**src/hdl/cpf_pkg.sv**
```systemverilog
// shared types and constants for the length-prefixed chunk framer
package cpf_pkg;

  localparam int unsigned ByteW = 8;

  // what an issued output word carries
  typedef enum logic [1:0] {
    KIND_LEN,
    KIND_DATA,
    KIND_TERM
  } kind_e;

  // chunk hand-over from the writer to the reader
  typedef struct packed {
    logic             valid;
    logic             bank;
    logic [ByteW-1:0] count;
    logic             term;
  } chunk_close_t;

endpackage

```
**src/hdl/cpf_chunk_ram.sv**
```systemverilog
// two-bank chunk buffer: one write port, one registered read port
module cpf_chunk_ram #(
  parameter int unsigned AddrW = 5
) (
  input  logic                     clk_i,
  input  logic                     we_i,
  input  logic [AddrW-1:0]         waddr_i,
  input  logic [cpf_pkg::ByteW-1:0] wdata_i,
  input  logic                     re_i,
  input  logic [AddrW-1:0]         raddr_i,
  output logic [cpf_pkg::ByteW-1:0] rdata_o
);
  import cpf_pkg::*;

  logic [ByteW-1:0] mem_q [2**AddrW];
  logic [ByteW-1:0] rdata_q;

  // write port
  always_ff @(posedge clk_i) begin
    if (we_i) begin
      mem_q[waddr_i] <= wdata_i;
    end
  end

  // registered read, held until the next read
  always_ff @(posedge clk_i) begin
    if (re_i) begin
      rdata_q <= mem_q[raddr_i];
    end
  end

  assign rdata_o = rdata_q;

endmodule

```
**src/hdl/cpf_writer.sv**
```systemverilog
// input side: collects characters into the current bank and closes chunks
module cpf_writer #(
  parameter int unsigned CHUNK_MAX = 15
) (
  input  logic                      clk_i,
  input  logic                      rst_ni,
  input  logic                      s_axis_tvalid_i,
  output logic                      s_axis_tready_o,
  input  logic [cpf_pkg::ByteW-1:0] s_axis_tdata_i,
  input  logic                      s_axis_tuser_i,
  input  logic                      s_axis_tlast_i,
  input  logic [1:0]                busy_i,
  output logic                      we_o,
  output logic [((CHUNK_MAX > 1) ? $clog2(CHUNK_MAX) : 1):0] waddr_o,
  output logic [cpf_pkg::ByteW-1:0] wdata_o,
  output cpf_pkg::chunk_close_t     close_o
);
  import cpf_pkg::*;

  localparam int unsigned IdxW = (CHUNK_MAX > 1) ? $clog2(CHUNK_MAX) : 1;
  localparam int unsigned CntW = $clog2(CHUNK_MAX + 1);

  logic            bank_q, bank_d;
  logic [CntW-1:0] fill_q, fill_d;
  logic            fire;
  logic            take;
  logic [CntW-1:0] nfill;
  logic            full;
  logic            close;

  // accept whenever the bank being filled is not waiting to be sent
  assign s_axis_tready_o = !busy_i[bank_q];
  assign fire  = s_axis_tvalid_i && s_axis_tready_o;
  assign take  = s_axis_tuser_i && (s_axis_tdata_i != '0);
  assign nfill = fill_q + CntW'(take);
  assign full  = (nfill == CntW'(CHUNK_MAX));
  assign close = fire && (full || s_axis_tlast_i);

  // character store
  assign we_o    = fire && take;
  assign waddr_o = {bank_q, fill_q[IdxW-1:0]};
  assign wdata_o = s_axis_tdata_i;

  // hand the chunk over on fill or end of string
  always_comb begin
    close_o.valid = close;
    close_o.bank  = bank_q;
    close_o.count = ByteW'(nfill);
    close_o.term  = s_axis_tlast_i;
  end

  // fill count and bank select
  always_comb begin
    bank_d = bank_q;
    fill_d = fill_q;
    if (close) begin
      bank_d = !bank_q;
      fill_d = '0;
    end else if (fire) begin
      fill_d = nfill;
    end
  end

  always_ff @(posedge clk_i or negedge rst_ni) begin
    if (!rst_ni) begin
      bank_q <= 1'b0;
      fill_q <= '0;
    end else begin
      bank_q <= bank_d;
      fill_q <= fill_d;
    end
  end

  // a full chunk is never left sitting in the bank
  assert property (@(posedge clk_i) disable iff (!rst_ni)
    fill_q < CntW'(CHUNK_MAX))
    else $error("fill count reached chunk size");

  // a stalled input never changes the fill state
  assert property (@(posedge clk_i) disable iff (!rst_ni)
    !fire |=> (fill_q == $past(fill_q)) && (bank_q == $past(bank_q)))
    else $error("writer state moved without a word");

  // a bank only closes into a free slot
  assert property (@(posedge clk_i) disable iff (!rst_ni)
    close |-> !busy_i[bank_q])
    else $error("chunk closed into busy bank");

endmodule

```
**src/hdl/cpf_reader.sv**
```systemverilog
// output side: walks closed chunks as length, data and terminator words
module cpf_reader #(
  parameter int unsigned CHUNK_MAX = 15
) (
  input  logic                      clk_i,
  input  logic                      rst_ni,
  input  cpf_pkg::chunk_close_t     close_i,
  output logic [1:0]                busy_o,
  output logic                      re_o,
  output logic [((CHUNK_MAX > 1) ? $clog2(CHUNK_MAX) : 1):0] raddr_o,
  input  logic [cpf_pkg::ByteW-1:0] rdata_i,
  output logic                      m_axis_tvalid_o,
  input  logic                      m_axis_tready_i,
  output logic [cpf_pkg::ByteW-1:0] m_axis_tdata_o,
  output logic                      m_axis_tlast_o
);
  import cpf_pkg::*;

  localparam int unsigned IdxW = (CHUNK_MAX > 1) ? $clog2(CHUNK_MAX) : 1;
  localparam int unsigned CntW = $clog2(CHUNK_MAX + 1);
  localparam int unsigned PosW = $clog2(CHUNK_MAX + 2);

  // bank descriptors
  logic [1:0]      busy_q, busy_d;
  logic [CntW-1:0] cnt_q [2];
  logic [1:0]      term_q;

  // sequencer
  logic            rb_q, rb_d;
  logic [PosW-1:0] pos_q, pos_d;
  logic [CntW-1:0] cur_cnt;
  logic            cur_term;
  logic [PosW-1:0] cnt_ext;
  logic [PosW-1:0] pos_m1;
  kind_e           kind;
  logic            done;

  // issue stage and output register
  logic             s1_valid_q;
  kind_e            s1_kind_q;
  logic [ByteW-1:0] s1_len_q;
  logic             m_valid_q;
  logic [ByteW-1:0] m_byte_q;
  logic             m_last_q;
  logic             out_free, s1_move, s1_free, issue;

  assign out_free = !m_valid_q || m_axis_tready_i;
  assign s1_move  = s1_valid_q && out_free;
  assign s1_free  = !s1_valid_q || s1_move;
  assign issue    = busy_q[rb_q] && s1_free;

  assign cur_cnt  = cnt_q[rb_q];
  assign cur_term = term_q[rb_q];
  assign cnt_ext  = PosW'(cur_cnt);
  assign pos_m1   = pos_q - PosW'(1);

  // decide the next word of the current chunk
  always_comb begin
    kind = KIND_TERM;
    done = 1'b0;
    pos_d = pos_q;
    if ((pos_q == '0) && (cnt_ext != '0)) begin
      kind  = KIND_LEN;
      pos_d = PosW'(1);
    end else if ((pos_q != '0) && (pos_q <= cnt_ext)) begin
      kind = KIND_DATA;
      if ((pos_q == cnt_ext) && !cur_term) begin
        done  = 1'b1;
        pos_d = '0;
      end else begin
        pos_d = pos_q + PosW'(1);
      end
    end else begin
      kind  = KIND_TERM;
      done  = 1'b1;
      pos_d = '0;
    end
  end

  assign re_o    = issue && (kind == KIND_DATA);
  assign raddr_o = {rb_q, pos_m1[IdxW-1:0]};
  assign busy_o  = busy_q;

  // bank bookkeeping
  always_comb begin
    busy_d = busy_q;
    rb_d   = rb_q;
    if (issue && done) begin
      busy_d[rb_q] = 1'b0;
      rb_d         = !rb_q;
    end
    if (close_i.valid) begin
      busy_d[close_i.bank] = 1'b1;
    end
  end

  always_ff @(posedge clk_i or negedge rst_ni) begin
    if (!rst_ni) begin
      busy_q     <= '0;
      rb_q       <= 1'b0;
      pos_q      <= '0;
      s1_valid_q <= 1'b0;
      m_valid_q  <= 1'b0;
    end else begin
      busy_q <= busy_d;
      rb_q   <= rb_d;
      if (issue) begin
        pos_q <= pos_d;
      end
      if (issue) begin
        s1_valid_q <= 1'b1;
      end else if (s1_move) begin
        s1_valid_q <= 1'b0;
      end
      if (s1_move) begin
        m_valid_q <= 1'b1;
      end else if (m_axis_tready_i) begin
        m_valid_q <= 1'b0;
      end
    end
  end

  // descriptor and payload registers
  always_ff @(posedge clk_i) begin
    if (close_i.valid) begin
      cnt_q[close_i.bank]  <= close_i.count[CntW-1:0];
      term_q[close_i.bank] <= close_i.term;
    end
    if (issue) begin
      s1_kind_q <= kind;
      s1_len_q  <= ByteW'(cur_cnt);
    end
    if (s1_move) begin
      case (s1_kind_q)
        KIND_LEN:  m_byte_q <= s1_len_q;
        KIND_DATA: m_byte_q <= rdata_i;
        default:   m_byte_q <= '0;
      endcase
      m_last_q <= (s1_kind_q == KIND_TERM);
    end
  end

  assign m_axis_tvalid_o = m_valid_q;
  assign m_axis_tdata_o  = m_byte_q;
  assign m_axis_tlast_o  = m_last_q;

  // sequencer never runs past the terminator slot
  assert property (@(posedge clk_i) disable iff (!rst_ni)
    busy_q[rb_q] |-> (pos_q <= cnt_ext + PosW'(1)))
    else $error("chunk position out of range");

  // an idle reader sits at the start of a chunk
  assert property (@(posedge clk_i) disable iff (!rst_ni)
    !busy_q[rb_q] |-> (pos_q == '0))
    else $error("reader position left mid chunk");

  // the last word of a string is always the zero terminator
  assert property (@(posedge clk_i) disable iff (!rst_ni)
    (m_valid_q && m_last_q) |-> (m_byte_q == '0))
    else $error("last word is not a terminator");

endmodule

```
**src/hdl/length_prefixed_chunk_framer_unit.sv**
```systemverilog
// top level of the length-prefixed chunk framer
//
// Input stream: one string character per word in tdata, tuser set when the
// word carries a character, tlast on the word that ends the string. Output
// stream: chunk length bytes followed by their data bytes, then a zero
// terminator byte with tlast set at the end of each string.
// Characters fill one of two chunk banks. A bank closes when it holds
// CHUNK_MAX characters or when the string ends; the reader then sends it
// while the writer goes on filling the other bank.
// With the reader idle, a closed chunk is first marked busy; its first byte
// then passes the issue stage and the output register before it is offered.
// Throughput: the output port sends one byte per cycle while the receiver is
// ready; a full chunk drains as CHUNK_MAX + 1 bytes and a final chunk as up
// to CHUNK_MAX + 2. Input words are taken one per cycle while the bank being
// filled is free, so the sustained input rate is set by that single output
// port (about 16 output bytes per 15 characters).
// Reset clears the fill count, the bank flags and all valid flags; chunk
// contents are not cleared. When the receiver stalls, the output byte holds,
// the reader stops, and once both banks wait the input side deasserts tready.
module length_prefixed_chunk_framer_unit #(
  parameter int unsigned CHUNK_MAX = 15
) (
  input  logic                      clk_i,
  input  logic                      rst_ni,
  input  logic                      s_axis_tvalid_i,
  output logic                      s_axis_tready_o,
  input  logic [cpf_pkg::ByteW-1:0] s_axis_tdata_i,   // [7:0] data_byte
  input  logic                      s_axis_tuser_i,   // [0] has_char
  input  logic                      s_axis_tlast_i,
  output logic                      m_axis_tvalid_o,
  input  logic                      m_axis_tready_i,
  output logic [cpf_pkg::ByteW-1:0] m_axis_tdata_o,   // [7:0] out_byte
  output logic                      m_axis_tlast_o
);
  import cpf_pkg::*;

  localparam int unsigned IdxW  = (CHUNK_MAX > 1) ? $clog2(CHUNK_MAX) : 1;
  localparam int unsigned AddrW = IdxW + 1;

  logic [1:0]       busy;
  chunk_close_t     close;
  logic             we, re;
  logic [AddrW-1:0] waddr, raddr;
  logic [ByteW-1:0] wdata, rdata;

  // input side
  cpf_writer #(
    .CHUNK_MAX(CHUNK_MAX)
  ) u_writer (
    .clk_i,
    .rst_ni,
    .s_axis_tvalid_i,
    .s_axis_tready_o,
    .s_axis_tdata_i,
    .s_axis_tuser_i,
    .s_axis_tlast_i,
    .busy_i (busy),
    .we_o   (we),
    .waddr_o(waddr),
    .wdata_o(wdata),
    .close_o(close)
  );

  // chunk banks
  cpf_chunk_ram #(
    .AddrW(AddrW)
  ) u_ram (
    .clk_i,
    .we_i   (we),
    .waddr_i(waddr),
    .wdata_i(wdata),
    .re_i   (re),
    .raddr_i(raddr),
    .rdata_o(rdata)
  );

  // output side
  cpf_reader #(
    .CHUNK_MAX(CHUNK_MAX)
  ) u_reader (
    .clk_i,
    .rst_ni,
    .close_i(close),
    .busy_o (busy),
    .re_o   (re),
    .raddr_o(raddr),
    .rdata_i(rdata),
    .m_axis_tvalid_o,
    .m_axis_tready_i,
    .m_axis_tdata_o,
    .m_axis_tlast_o
  );

endmodule

```
**config.mk**
```make
export PLATFORM = sky130hd
export DESIGN_NAME = length_prefixed_chunk_framer_unit
export DESIGN_NICKNAME = d
export VERILOG_FILES = /design/src/hdl/cpf_pkg.sv /design/src/hdl/cpf_chunk_ram.sv /design/src/hdl/cpf_writer.sv /design/src/hdl/cpf_reader.sv /design/src/hdl/length_prefixed_chunk_framer_unit.sv
export SDC_FILE = /design/constraint.sdc
export NUM_CORES = 1
export LEC_CHECK = 0
export BUFFER_PORTS_ARGS = -buffer_cell sky130_fd_sc_hd__buf_2
export CAP_MARGIN = 20
export CORE_AREA = 2 2 147 149
export CTS_CLUSTER_DIAMETER = 100
export DETAILED_ROUTE_END_ITERATION = 8
export DIE_AREA = 0 0 149 151
export GPL_ROUTABILITY_DRIVEN = 0
export PLACE_DENSITY = 0.77
export SLEW_MARGIN = 5
export SYNTH_ARGS = -nofsm -noshare
export SYNTH_HDL_FRONTEND = slang
export SYNTH_HIERARCHICAL = 1
export SYNTH_SLANG_ARGS = --single-unit
export TNS_END_PERCENT = 1
```
**constraint.sdc**
```tcl
create_clock -name clk_i -period 3.8 [get_ports clk_i]
set_input_delay 0.57 -clock clk_i [delete_from_list [all_inputs] [get_ports clk_i]]
set_output_delay 0.57 -clock clk_i [all_outputs]
set_load 0.02 [all_outputs]
```
==> flow_metrics.py <==
metrics = {
    "critical_path": {
        "cp.arrival_ps": 3210,
        "crit_required_ps": 3980,
        "cp_num_buf_inv": 0,
        "path_delay_family": "simple AND/OR/NAND/NOR gates",
        "r2r_start": "u_writer/bank_q",
        "cp_max_fo": 12,
        "slowest_stage": "dfrtp_1",
        "criticalPathCategory": "reg -> reg",
        "critPathLaunchType": "flop",
        "setup.worst_path.end_class": "flop",
        "max_stage_delay_ps": 640,
        "setup.worst_path.start": "u_writer/bank_q",
        "worstPathCellList": "mux2i_2 > and3_1 > or3b_2 > nor2_1",
    },
    "route": {
        "firstDrtPassIters": 4,
        "dr_total_vias": 5829,
        "ant_nets": 0,
        "drt-initial-drc-count": 562,
        "via_per_inst": 6.20,
        "post_drt_wl_per_cell_um": 25.2,
        "drt-total-wl_um": 23700,
        "drcViolationCount": 0,
    },
    "timing": {
        "finalCriticalPeriod_ps": 3030,
        "tightest_slew_ps": 907,
        "maxSlewViolCount": 0,
        "timing.setup.tns_ps": 0,
        "rsz0062_at_grt": "false",
        "hold_viol_final": 0,
        "fin_crit_sh_pct": 79.8,
        "worst_hold_slack_ps": 294,
        "fin_skew_ps": 9.05,
        "fmax_mhz": 330,
        "worst_slack_ps": 768,
        "finalSetupViolations": 0,
        "slew_headroom_pct": 39.1,
    },
    "flow_run": {
        "max_cap_violations": 0,
    },
    "synthesis": {
        "yosys_warnings": 6,
        "syn_nets": 617,
        "syn_area_per_cell_um2": 20.6,
        "syn_inst": 594,
        "synth.cell_area_um2": 12300,
    },
    "floorplanning": {
        "io_pins": 25,
        "coreArea_um2": 20800,
        "die_h_um": 151,
        "die_w_um": 149,
        "die_area_um2": 22500,
        "rows": 53,
        "initial_core_util_pct": 58.8,
    },
    "pwr": {
        "power_mw": 11.0,
        "p_leak_nw": 4.56,
        "power_density_nw_per_um2": 795,
        "peakVddDrop_uv": 723,
    },
    "clock_network": {
        "cts_resized": 0,
        "worstSkewPairLatency_ps": 550,
        "cts_tree": "built",
        "numCtsBuffers": 30,
        "cts-root-buf": "clkbuf_16",
        "clock_path_buffers": 3,
        "hold_buffers": 1,
        "numClockSinks": 304,
        "clk_pin_slew_ps": 60,
        "cts_setup_buffers": 0,
        "htree_levels": 1,
    },
    "run_status": {
        "status": "completed",
    },
    "global_routing": {
        "antenna_found_initial": 0,
        "grt.total_usage_pct": 22.2,
        "grt_max_degree": 69,
        "grt_overflow": 0,
        "grt_pass1_vias": 6023,
        "grt_pass1_wl_um": 36500,
    },
    "place": {
        "dp_cells": 883,
        "pre_cts_slack_ps": 287,
        "portBuffers": 24,
        "placed_cell_area_um2": 12700,
        "dp_hpwl_um": 14500,
    },
    "finish": {
        "area_delta_synth_final_pct": 12.9,
        "final_cells": 940,
        "postLayoutCellArea_um2": 13800,
        "layout_commonest_cell": "edfxtp_1",
        "drive_above_1_share_pct": 31.0,
        "final_core_util_pct": 66.4,
        "antenna_cells": 0,
        "n_fill_cell": 1321,
        "fin_nets": 664,
        "final_cell_mix": "edfxtp_1, mux4_2, nor2_1",
    },
    "worst_hold_path": {
        "hp-start": "s_axis_tlast_i",
        "holdCritPathClass": "in -> reg",
    },
}
[where the power goes]
group	internal (mW)	switching (mW)	leakage [nW]	total, mW
clock network	1.98	1.20	0.534	3.18
logic	1.66	1.90	1.22	3.56
registers	4.06	0.190	2.80	4.25
total	7.70	3.29	4.56	11.0
[path summary, 6_finish.rpt]
check	endpoint	slack, ps	depth (start not counted)
max in group asynchronous	u_reader/busy_o[1]	3060	2
worst min register to register	u_reader/m_axis_tdata_o[6]	520	1
worst min-delay path	u_reader/term_q[1]	290	1
worst max-delay path	u_ram/mem_q[0][2]	770	4
min in group asynchronous	u_reader/busy_o[0]	470	2
worst max register to register	u_ram/mem_q[0][2]	770	4
[worst register-to-register path: stages, from the launching register on]
cell     delay (ps)
dfrtp_1         640
mux2i_2         470
and3_1          320
or3b_2          600
nor2_1          640
[per-layer routing]
layer  vias to the layer above  GRT usage (%)  part of all wire [%]
li1                       2504              -                     -
met1                      3086           31.8                    41
met2                       198           36.7                    51
met3                        41           3.13                   5.6
met4                         0           6.05                   2.3
met5                         -              0                     0
[state kept, by name, indices dropped and copies added (netlist names), 2 cells and up]
register	count
u_reader/busy_o	2
u_reader/pos_q	5
u_reader/term_q	2
u_reader/s1_len_q	4
u_ram/mem_q	256
u_ram/rdata_o	8
u_reader/cnt_q	8
u_reader/m_axis_tdata_o	8
u_writer/fill_q	4
u_reader/s1_kind_q	2
[final cells by class]
| class | instances | area [um^2] | area share (%) |
|---|---|---|---|
| Clock inverter | 15 | 236 | 1.71 |
| Clock buffer | 41 | 853 | 6.17 |
| Tap cell | 275 | 344 | 2.49 |
| Multi-Input combinational cell | 242 | 2950 | 21.3 |
| Timing Repair Buffer | 50 | 343 | 2.48 |
| Inverter | 13 | 51.3 | 0.371 |
| Sequential cell | 304 | 9050 | 65.5 |
Power figures use the tool's default switching activity.
